<file path="src/rtl/core/mosf_pkg.sv">
`default_nettype none
// ----------------------------------------------------------------------------
// mosf_pkg
// Shared types and constants for the mesh outlier smoothing filter.
// ----------------------------------------------------------------------------
package mosf_pkg;

  // Height word and window arithmetic widths.
  localparam int unsigned HW      = 16;
  localparam int unsigned SUM_W   = 20;   // Eight neighbours of 16 bits, signed.
  localparam int unsigned DIV_W   = 4;    // Neighbour count, 0..8.
  localparam int unsigned DCNT_W  = $clog2(SUM_W);

  // Register map, indexed by paddr[3:2].
  localparam int unsigned PADDR_W = 4;
  localparam int unsigned PDATA_W = 32;
  localparam logic [1:0] REG_ROWS  = 2'd0;
  localparam logic [1:0] REG_COLS  = 2'd1;
  localparam logic [1:0] REG_EDGE  = 2'd2;
  localparam logic [1:0] REG_INNER = 2'd3;

  localparam logic [3:0]  SIZE_RESET  = 4'd8;
  localparam logic [15:0] EDGE_RESET  = 16'd350;
  localparam logic [15:0] INNER_RESET = 16'd300;
  localparam logic [15:0] THRESH_MIN  = 16'd21;

  // Controller to datapath commands.
  typedef struct packed {
    logic load;
    logic win_init;
    logic rd;
    logic acc;
    logic div_init;
    logic div_step;
    logic res;
    logic next_point;
  } mosf_cmd_t;

  // Datapath to controller status.
  typedef struct packed {
    logic load_done;
    logic win_last;
    logic div_last;
    logic last_point;
  } mosf_sts_t;

endpackage
`default_nettype wire

</file>
<file path="src/rtl/core/mosf_cfg.sv">
`default_nettype none
// ----------------------------------------------------------------------------
// mosf_cfg
// Register file behind the APB-style port, with the grid size clamped for use.
// ----------------------------------------------------------------------------
module mosf_cfg #(
  parameter int unsigned MAX_ROWS = 8,
  parameter int unsigned MAX_COLS = 8,
  localparam int unsigned RCW = $clog2(MAX_ROWS + 1),
  localparam int unsigned CCW = $clog2(MAX_COLS + 1)
) (
  input  wire logic                         clk,
  input  wire logic                         rst,
  input  wire logic                         psel,
  input  wire logic                         penable,
  input  wire logic                         pwrite,
  input  wire logic [mosf_pkg::PADDR_W-1:0] paddr,
  input  wire logic [mosf_pkg::PDATA_W-1:0] pwdata,
  output logic      [mosf_pkg::PDATA_W-1:0] prdata,
  output logic                              pready,
  output logic      [RCW-1:0]               rows,
  output logic      [CCW-1:0]               cols,
  output logic      [15:0]                  edge_threshold,
  output logic      [15:0]                  inner_threshold
);
  import mosf_pkg::*;

  logic [3:0] rows_used;
  logic [3:0] cols_used;
  logic [1:0] idx;
  logic       wr;

  assign idx    = paddr[3:2];
  assign wr     = psel & penable & pwrite;
  assign pready = 1'b1;

  always_ff @(posedge clk) begin
    if (rst) begin
      rows_used       <= SIZE_RESET;
      cols_used       <= SIZE_RESET;
      edge_threshold  <= EDGE_RESET;
      inner_threshold <= INNER_RESET;
    end else if (wr) begin
      case (idx)
        REG_ROWS: rows_used <= pwdata[3:0];
        REG_COLS: cols_used <= pwdata[3:0];
        REG_EDGE: begin
          if (pwdata[15:0] >= THRESH_MIN) edge_threshold <= pwdata[15:0];
        end
        REG_INNER: begin
          if (pwdata[15:0] >= THRESH_MIN) inner_threshold <= pwdata[15:0];
        end
        default: ;
      endcase
    end
  end

  always_comb begin
    case (idx)
      REG_ROWS:  prdata = {28'd0, rows_used};
      REG_COLS:  prdata = {28'd0, cols_used};
      REG_EDGE:  prdata = {16'd0, edge_threshold};
      REG_INNER: prdata = {16'd0, inner_threshold};
      default:   prdata = '0;
    endcase
  end

  // A size of zero counts as one; a size above the maximum saturates.
  always_comb begin
    if (rows_used == 4'd0)              rows = RCW'(1);
    else if (rows_used > 4'(MAX_ROWS))  rows = RCW'(MAX_ROWS);
    else                                rows = rows_used[RCW-1:0];
    if (cols_used == 4'd0)              cols = CCW'(1);
    else if (cols_used > 4'(MAX_COLS))  cols = CCW'(MAX_COLS);
    else                                cols = cols_used[CCW-1:0];
  end

endmodule
`default_nettype wire

</file>
<file path="src/rtl/core/mosf_ctrl.sv">
`default_nettype none
// ----------------------------------------------------------------------------
// mosf_ctrl
// Sequencer: loads points, then walks each window, divides and emits.
// ----------------------------------------------------------------------------
module mosf_ctrl (
  input  wire logic                clk,
  input  wire logic                rst,
  input  wire logic                height_valid,
  output logic                     height_stall,
  output logic                     result_valid,
  input  wire logic                result_stall,
  output mosf_pkg::mosf_cmd_t      cmd,
  input  wire mosf_pkg::mosf_sts_t sts
);
  import mosf_pkg::*;

  typedef enum logic [2:0] {
    ST_IDLE, ST_WIN_INIT, ST_RD, ST_ACC, ST_DIV_INIT, ST_DIV, ST_RES, ST_OUT
  } state_t;

  state_t state;

  assign height_stall = (state != ST_IDLE);

  always_comb begin
    cmd            = '0;
    cmd.load       = (state == ST_IDLE) & height_valid;
    cmd.win_init   = (state == ST_WIN_INIT);
    cmd.rd         = (state == ST_RD);
    cmd.acc        = (state == ST_ACC);
    cmd.div_init   = (state == ST_DIV_INIT);
    cmd.div_step   = (state == ST_DIV);
    cmd.res        = (state == ST_RES);
    cmd.next_point = (state == ST_OUT) & ~result_stall & ~sts.last_point;
  end

  always_ff @(posedge clk) begin
    if (rst) begin
      state        <= ST_IDLE;
      result_valid <= 1'b0;
    end else begin
      case (state)
        ST_IDLE: begin
          if (height_valid && sts.load_done) state <= ST_WIN_INIT;
        end
        ST_WIN_INIT: state <= ST_RD;
        ST_RD:       state <= ST_ACC;
        ST_ACC: begin
          state <= sts.win_last ? ST_DIV_INIT : ST_RD;
        end
        ST_DIV_INIT: state <= ST_DIV;
        ST_DIV: begin
          if (sts.div_last) state <= ST_RES;
        end
        ST_RES: begin
          state        <= ST_OUT;
          result_valid <= 1'b1;
        end
        ST_OUT: begin
          if (!result_stall) begin
            result_valid <= 1'b0;
            state        <= sts.last_point ? ST_IDLE : ST_WIN_INIT;
          end
        end
        default: state <= ST_IDLE;
      endcase
    end
  end

endmodule
`default_nettype wire

</file>
<file path="src/rtl/core/mosf_dp.sv">
`default_nettype none
// ----------------------------------------------------------------------------
// mosf_dp
// Datapath: grid store, window walk, neighbour sum, serial divider and
// the threshold decision.
// ----------------------------------------------------------------------------
module mosf_dp #(
  parameter int unsigned MAX_ROWS = 8,
  parameter int unsigned MAX_COLS = 8,
  localparam int unsigned RCW   = $clog2(MAX_ROWS + 1),
  localparam int unsigned CCW   = $clog2(MAX_COLS + 1)
) (
  input  wire logic                       clk,
  input  wire logic                       rst,
  input  wire mosf_pkg::mosf_cmd_t        cmd,
  output mosf_pkg::mosf_sts_t             sts,
  input  wire logic [RCW-1:0]             rows,
  input  wire logic [CCW-1:0]             cols,
  input  wire logic [15:0]                edge_threshold,
  input  wire logic [15:0]                inner_threshold,
  input  wire logic signed [mosf_pkg::HW-1:0] height,
  output logic signed [mosf_pkg::HW-1:0]  filtered_height,
  output logic                            was_replaced,
  output logic                            last_result
);
  import mosf_pkg::*;

  localparam int unsigned DEPTH = MAX_ROWS * MAX_COLS;
  localparam int unsigned AW    = (DEPTH > 1) ? $clog2(DEPTH) : 1;
  localparam int unsigned CW    = $clog2(DEPTH + 1);
  localparam int unsigned RIW   = (MAX_ROWS > 1) ? $clog2(MAX_ROWS) : 1;
  localparam int unsigned CIW   = (MAX_COLS > 1) ? $clog2(MAX_COLS) : 1;

  logic signed [HW-1:0] mem [DEPTH];
  logic signed [HW-1:0] rdata;

  logic [CW-1:0]  load_count;
  logic [CW-1:0]  lc_inc;
  logic [CW-1:0]  total;
  logic [RIW-1:0] r, m, r0, r1;
  logic [CIW-1:0] c, k, c0, c1;
  logic [RCW-1:0] rlast;
  logic [CCW-1:0] clast;
  logic           r_end, c_end;
  logic [1:0]     nr, nc;
  logic [DIV_W-1:0] dvs;
  logic [CW-1:0]  addr_full;
  logic [AW-1:0]  raddr;

  logic signed [SUM_W-1:0] sum;
  logic signed [HW-1:0]    centre;
  logic [SUM_W-1:0]        sum_mag;
  logic [SUM_W-1:0]        num;
  logic [DIV_W-1:0]        rem;
  logic [DIV_W:0]          trial;
  logic [DCNT_W-1:0]       div_cnt;
  logic                    neg;

  logic signed [HW:0]   mean;
  logic signed [HW+1:0] diff;
  logic [HW:0]          adiff;
  logic                 border;
  logic [15:0]          thr;
  logic                 repl;

  // Grid geometry around the current point.
  assign rlast  = rows - RCW'(1);
  assign clast  = cols - CCW'(1);
  assign r_end  = (RCW'(r) == rlast);
  assign c_end  = (CCW'(c) == clast);
  assign r0     = (r != '0) ? r - RIW'(1) : '0;
  assign r1     = r_end ? r : r + RIW'(1);
  assign c0     = (c != '0) ? c - CIW'(1) : '0;
  assign c1     = c_end ? c : c + CIW'(1);
  assign nr     = 2'd1 + {1'b0, (r != '0)} + {1'b0, ~r_end};
  assign nc     = 2'd1 + {1'b0, (c != '0)} + {1'b0, ~c_end};
  assign dvs    = DIV_W'(DIV_W'(nr) * DIV_W'(nc)) - DIV_W'(1);
  assign border = (r == '0) | (c == '0) | r_end | c_end;

  assign total     = CW'(rows) * CW'(cols);
  assign lc_inc    = load_count + CW'(1);
  assign addr_full = CW'(m) * CW'(cols) + CW'(k);
  assign raddr     = addr_full[AW-1:0];

  assign sts.load_done  = (lc_inc >= total);
  assign sts.win_last   = (m == r1) & (k == c1);
  assign sts.div_last   = (div_cnt == '0);
  assign sts.last_point = r_end & c_end;

  // Grid store.
  always_ff @(posedge clk) begin
    if (cmd.load) mem[load_count[AW-1:0]] <= height;
  end

  always_ff @(posedge clk) begin
    if (cmd.rd) rdata <= mem[raddr];
  end

  // Load counter and point position.
  always_ff @(posedge clk) begin
    if (rst) begin
      load_count <= '0;
      r          <= '0;
      c          <= '0;
    end else begin
      if (cmd.load) begin
        if (sts.load_done) begin
          load_count <= '0;
          r          <= '0;
          c          <= '0;
        end else begin
          load_count <= lc_inc;
        end
      end
      if (cmd.next_point) begin
        if (c_end) begin
          c <= '0;
          r <= r + RIW'(1);
        end else begin
          c <= c + CIW'(1);
        end
      end
    end
  end

  // Window walk and neighbour sum; the centre is kept aside.
  always_ff @(posedge clk) begin
    if (cmd.win_init) begin
      m   <= r0;
      k   <= c0;
      sum <= '0;
    end else if (cmd.acc) begin
      if (m == r && k == c) centre <= rdata;
      else                  sum    <= sum + SUM_W'(rdata);
      if (k == c1) begin
        k <= c0;
        m <= m + RIW'(1);
      end else begin
        k <= k + CIW'(1);
      end
    end
  end

  // Restoring divider, one quotient bit a cycle, on the rounded magnitude.
  assign sum_mag = sum[SUM_W-1] ? SUM_W'(-sum) : SUM_W'(sum);
  assign trial   = {rem, num[SUM_W-1]};

  always_ff @(posedge clk) begin
    if (cmd.div_init) begin
      neg     <= sum[SUM_W-1];
      num     <= sum_mag + SUM_W'(dvs >> 1);
      rem     <= '0;
      div_cnt <= DCNT_W'(SUM_W - 1);
    end else if (cmd.div_step) begin
      div_cnt <= div_cnt - DCNT_W'(1);
      if (trial >= {1'b0, dvs}) begin
        rem <= DIV_W'(trial - {1'b0, dvs});
        num <= {num[SUM_W-2:0], 1'b1};
      end else begin
        rem <= trial[DIV_W-1:0];
        num <= {num[SUM_W-2:0], 1'b0};
      end
    end
  end

  // Decision: a lone point keeps itself as the mean.
  always_comb begin
    if (dvs == '0)  mean = (HW+1)'(centre);
    else if (neg)   mean = -$signed({1'b0, num[HW-1:0]});
    else            mean = $signed({1'b0, num[HW-1:0]});
    diff  = (HW+2)'(mean) - (HW+2)'(centre);
    adiff = diff[HW+1] ? (HW+1)'(-diff) : (HW+1)'(diff);
    thr   = border ? edge_threshold : inner_threshold;
    repl  = (adiff > {1'b0, thr});
  end

  always_ff @(posedge clk) begin
    if (cmd.res) begin
      filtered_height <= repl ? mean[HW-1:0] : centre;
      was_replaced    <= repl;
      last_result     <= sts.last_point;
    end
  end

endmodule
`default_nettype wire

</file>
<file path="src/rtl/core/mesh_outlier_smoothing_filter.sv">
`default_nettype none
// Loading takes one point per cycle while idle; the point that completes the grid starts
// emission. Each result then needs one store read and one accumulate per window point (1 to 9
// points) through the single store port, then a pass through the serial divider. A result
// held by result_stall waits in the output register; loading resumes after the last result
// is taken. Reset restores the default registers and the load counter; the grid store is not
// cleared.
// ----------------------------------------------------------------------------
// mesh_outlier_smoothing_filter
// Replaces outlier heights in a loaded grid by the rounded mean of their
// neighbours in the clamped 3x3 window, with separate border and interior limits.
// ----------------------------------------------------------------------------
module mesh_outlier_smoothing_filter #(
  parameter int unsigned MAX_ROWS = 8,
  parameter int unsigned MAX_COLS = 8
) (
  input  wire logic                         clk,
  input  wire logic                         rst,
  // Configuration port.
  input  wire logic                         psel,
  input  wire logic                         penable,
  input  wire logic                         pwrite,
  input  wire logic [mosf_pkg::PADDR_W-1:0] paddr,
  input  wire logic [mosf_pkg::PDATA_W-1:0] pwdata,
  output logic      [mosf_pkg::PDATA_W-1:0] prdata,
  output logic                              pready,
  // Height requests, one grid point each, row-major.
  input  wire logic                         height_valid,
  output logic                              height_stall,
  input  wire logic signed [15:0]           height,
  // Result requests, one per grid point, row-major.
  output logic                              result_valid,
  input  wire logic                         result_stall,
  output logic signed [15:0]                filtered_height,
  output logic                              was_replaced,
  output logic                              last_result
);
  import mosf_pkg::*;

  localparam int unsigned RCW = $clog2(MAX_ROWS + 1);
  localparam int unsigned CCW = $clog2(MAX_COLS + 1);

  // Effective grid size and thresholds from the register file.
  logic [RCW-1:0] rows;
  logic [CCW-1:0] cols;
  logic [15:0]    edge_threshold;
  logic [15:0]    inner_threshold;

  // The controller sequences the datapath purely through these two groups.
  mosf_cmd_t cmd;
  mosf_sts_t sts;

  mosf_cfg #(
    .MAX_ROWS (MAX_ROWS),
    .MAX_COLS (MAX_COLS)
  ) u_cfg (
    .clk             (clk),
    .rst             (rst),
    .psel            (psel),
    .penable         (penable),
    .pwrite          (pwrite),
    .paddr           (paddr),
    .pwdata          (pwdata),
    .prdata          (prdata),
    .pready          (pready),
    .rows            (rows),
    .cols            (cols),
    .edge_threshold  (edge_threshold),
    .inner_threshold (inner_threshold)
  );

  // Loading is accepted only while the controller is idle; during emission
  // each point walks its window, divides, and presents one result request.
  mosf_ctrl u_ctrl (
    .clk          (clk),
    .rst          (rst),
    .height_valid (height_valid),
    .height_stall (height_stall),
    .result_valid (result_valid),
    .result_stall (result_stall),
    .cmd          (cmd),
    .sts          (sts)
  );

  // All means are taken from the stored, unmodified heights, so replacing a
  // point never affects the decision for its neighbours.
  mosf_dp #(
    .MAX_ROWS (MAX_ROWS),
    .MAX_COLS (MAX_COLS)
  ) u_dp (
    .clk             (clk),
    .rst             (rst),
    .cmd             (cmd),
    .sts             (sts),
    .rows            (rows),
    .cols            (cols),
    .edge_threshold  (edge_threshold),
    .inner_threshold (inner_threshold),
    .height          (height),
    .filtered_height (filtered_height),
    .was_replaced    (was_replaced),
    .last_result     (last_result)
  );

endmodule
`default_nettype wire
</file>
<file path="config.mk">
export PLATFORM = sky130hd
export DESIGN_NAME = mesh_outlier_smoothing_filter
export DESIGN_NICKNAME = d
export VERILOG_FILES = /design/src/rtl/core/mosf_pkg.sv /design/src/rtl/core/mosf_cfg.sv /design/src/rtl/core/mosf_ctrl.sv /design/src/rtl/core/mosf_dp.sv /design/src/rtl/core/mesh_outlier_smoothing_filter.sv
export SDC_FILE = /design/constraint.sdc
export NUM_CORES = 1
export LEC_CHECK = 0
export ABC_AREA = 1
export ABC_CLOCK_PERIOD_IN_PS = 21500
export BUFFER_PORTS_ARGS = -buffer_cell sky130_fd_sc_hd__buf_2
export CORE_UTILIZATION = 58
export CTS_CLUSTER_DIAMETER = 100
export DETAILED_ROUTE_END_ITERATION = 16
export PLACE_DENSITY = 0.81
export SLEW_MARGIN = 0
export SYNTH_ARGS = -nofsm -noshare
export SYNTH_HDL_FRONTEND = slang
export SYNTH_SLANG_ARGS = --single-unit
</file>
<file path="constraint.sdc">
create_clock -name clk -period 21.5 [get_ports clk]
set_input_delay 1.075 -clock clk [delete_from_list [all_inputs] [get_ports clk]]
set_output_delay 1.075 -clock clk [all_outputs]
set_load 0.005 [all_outputs]
</file>
==> impl_results.md <==
* Final nets at 4868
* FFs w/ async S/R, synth at 0%
* Hold_buf cts at 0
* Final wirelength at 134000 um
* Simple-gate share of the synthesized area at 12.5%
* Met3 GRT Util at 5.62%
* RR Startpoint: u_cfg.cols_used[2]
* Flops & latches, synth at 1187
* CP startpoint kind: register
* HP Class: reg2reg
* Vias per inst at 6.31
* RSZ-0062 raised after global routing: false
* LEAKAGE at 0.0204 uW
* Final setup violating endpoints at 0
* Post-Syn Area at 0.0526 sq mm
* Largest family of logic cells by synthesized area: compound AO/OA/AOI/OAI gates
* Longest Clk Path Bufs at 3
* Standard-cell rows at 110
* Main synth FF type: edfxtp_1
* Worst Hold Path EP: u_dp.centre[6]
* Share of the synthesized area in the top cell type at 62.8%
* Complex-gate fraction of the synthesized area at 12.9%
* Starting Density at 58.5%
* DRC violation total after the first TritonRoute iteration at 4577
* WL per Instance at 22.5 um
* Vias in the first global route at 36.3k
* Total power at 5970 uW
* GR Layer Usage met2 at 47.5%
* Crit path max-delay family: simple AND/OR/NAND/NOR gates
* Skew final at 0.0810 ns
* Largest net degree at the start of global routing at 182
* Worst slew margin at 14.1%
* Yosys warns at 0
* Critical Path RT at 21.88 ns
* Worst skew pair latency at 0.72 ns
* Gr ovfl total at 0
* Buffers & Inverters on Critical Path at 8
* Max-cap viol count at 0
* Initial antenna violation count at 5
* Synth area leader: edfxtp_1
* Drt drc at 0
* Final Hold Vio Count at 0
* Post-synth EDFFs at 1101
* Sequential area share after synthesis at 66.1%
* Htree depth at 3
* Worst path most repeated cell: nand2_1
* Post-route insts no fill at 5952
* Hold Crit Start: u_dp.rdata[6]
* Syn Inst Count at 4659
* Chip Height at 303 um
* Mux share of post-synthesis cell area at 0.0380%
* Setup TNS at 0 ns
* Synth top area cells: edfxtp_1 63%, o21ai_0 6.3%, nor2_1 5.3%
* R2R Path End: u_dp.filtered_height[8]
* Sink Count at 1187
* Post_cts resized at 0
* Share of layout cells above drive strength 1 at 8.02%
* Core area at 0.0900 sq mm
* Synthesized area per cell at 11.3 sq um
* Global-route wire length before repair at 202000 um
* R2R depth at 47
* Critical-path top delay cell: clkinv_1
* Port bufs at 76
* CTS tree: built
* CTS Root Cell: clkbuf_16
* Fin crit period at 9.77 ns
* Worst-Margin Slew at 1.29 ns
* Final Cycle Share at 45.5%
* 1st-pass router iterations at 6
* Area grow syn2layout at 9.82%
* Via count at 37.5k
* Postcts setup bufs at 0
* Slew Viols, Final at 0
* Post-Synth XOR/XNOR Area at 1.35%
* Total track usage at 28.8%
* Fmax at 0.102 GHz
* Cell variety after synth at 52
* M1 GR Usage at 36.8%
* CTS clock-pin slew for the worst setup and hold paths at 0.06 ns
* Post-DP HPWL at 76400 um
* Crit Path Max Fanout at 28
* Placed insts at 5753
* Die Area at 0.0920 sq mm
* ANT nets after route at 0
* Crit path largest cell delay at 0.70 ns
* GP Congestion at 0.920
* Gr busiest metal: met2
* Top-Level Pins at 112
* Die width at 303 um
* Fin Hold WS at 0.468 ns
* Status: finished, final reports clean
* Hold path depth at 0
* Setup crit end kind: register
* Post-Synth Adder-Cell Area at 3.04%
* Worst Path Arrival at 10.16 ns
* Clock buffers created by TritonCTS at 110
* Peak supply drop at 0.0000952 V
* R2r setup slk at 11.73 ns
* Power density over the cells at 103 mW/mm^2
* Crit path kind: reg2reg
## synth_stat cells, types with 7 or more instances
cell type / instances
a21oi_1: 112
nand2_2: 11
buf_4: 21
clkbuf_1: 218
nand3_1: 259
nor2_1: 743
ha_1: 107
inv_1: 273
buf_2: 17
a31oi_1: 8
dfxtp_1: 86
o211ai_1: 60
edfxtp_1: 1101
buf_1: 15
o221ai_1: 202
nand4_1: 46
fa_1: 13
o21ai_0: 661
xnor2_1: 26
inv_2: 7
o21ai_1: 7
nand2_1: 462
o31ai_1: 7
xor2_1: 53
nor3_1: 18
o22ai_1: 62
## layout make-up
class | instances | area, sq um
multi-input combinational | 2933 | 15800
inverter | 282 | 1070
clock inverter | 67 | 664
clock buffer | 131 | 2870
antenna | 1 | 2.50
timing repair buffer | 175 | 1150
fill | 6488 | 32200
sequential | 1187 | 34800
tap | 1176 | 1470
## worst register-to-register path: cells and delay by family, from the launching register on
kind | cells | cell delay, ns
adder cells (fa/ha/maj) | 7 | 2.15
buffers and inverters | 8 | 1.40
XOR/XNOR | 3 | 0.59
AND/OR/NAND/NOR | 23 | 3.57
flip-flops | 1 | 0.36
AO/OA/AOI/OAI | 6 | 1.40
## state kept, by name (all words and copies together), names as in the netlist, 5 cells and up
name / cells
u_dp.filtered_height: 16
u_dp.div_cnt: 5
u_dp.sum: 20
u_dp.load_count: 7
u_cfg.inner_threshold: 16
u_cfg.edge_threshold: 16
u_dp.mem: 1024
u_dp.centre: 16
u_dp.num: 20
u_dp.rdata: 16
## worst max-delay path by stage
stage / start / depth (start not counted) / slack [ns] / end
5_1_grt: u_cfg.cols_used[2] / 47 / 10.67 / u_dp.filtered_height[8]
3_3_place_gp: u_cfg.cols_used[2] / 47 / 11.96 / u_dp.filtered_height[7]
2_1_floorplan: u_cfg.cols_used[2] / 49 / 14.00 / u_dp.filtered_height[10]
3_5_place_dp: u_cfg.cols_used[2] / 47 / 11.89 / u_dp.filtered_height[8]
6_report: u_cfg.cols_used[2] / 47 / 11.73 / u_dp.filtered_height[8]
4_1_cts: u_cfg.cols_used[2] / 47 / 11.81 / u_dp.filtered_height[8]
## cells in the final DEF, fill, tap and decap left out, types with 6 or more instances in the layout
cell and n:
a21oi_1 112, o221ai_1 202, nand3_1 259, or2_2 6, fa_1 12, ha_1 105
inv_2 7, inv_1 269, nand2_1 462, o31ai_1 7, conb_1 17, nand3b_1 6
nor2_1 743, nand2_2 11, clkinv_2 23, bufinv_16 10, clkbuf_1 19, o21ai_1 7
clkinv_1 26, a31oi_1 8, xnor2_1 25, edfxtp_1 1101, clkbuf_16 112, buf_4 97
o22ai_1 62, nor3_1 16, nand4_1 46, dfxtp_1 86, buf_2 76, o211ai_1 60
xor2_1 52, o21ai_0 661
## through the flow
stage	area [sq um]	setup slack, ns	utilization [%]
after CTS	57800	11.81	64.2
after detailed placement	54300	11.89	60.3
after global placement	54300	11.96	60.3
after global routing	57800	10.67	64.2
after floorplan	52700	14.00	-
final	57800	11.73	64.2
## cell families after synthesis
logic type               after synthesis
AO/OA/AOI/OAI                       1139
XOR/XNOR                              80
adder cells (fa/ha/maj)              120
buffers and inverters                554
flip-flops                          1187
multiplexers                           2
other                                  2
AND/OR/NAND/NOR                     1575
## power by group
| group | total, uW | leakage [uW] | internal [uW] | switching, uW |
|---|---|---|---|---|
| clock network | 1930 | 0.00173 | 1070 | 851 |
| registers | 2640 | 0.0106 | 2600 | 46.4 |
| logic | 1400 | 0.00811 | 414 | 988 |
## metal layers
metal / vias to the layer above / wire (um)
met5: - / 58
met4: 8 / 6070
met3: 430 / 14300
met2: 2299 / 64100
met1: 17800 / 49400
li1: 17000 / -
Note: power is estimated with default switching activity, not from simulation.
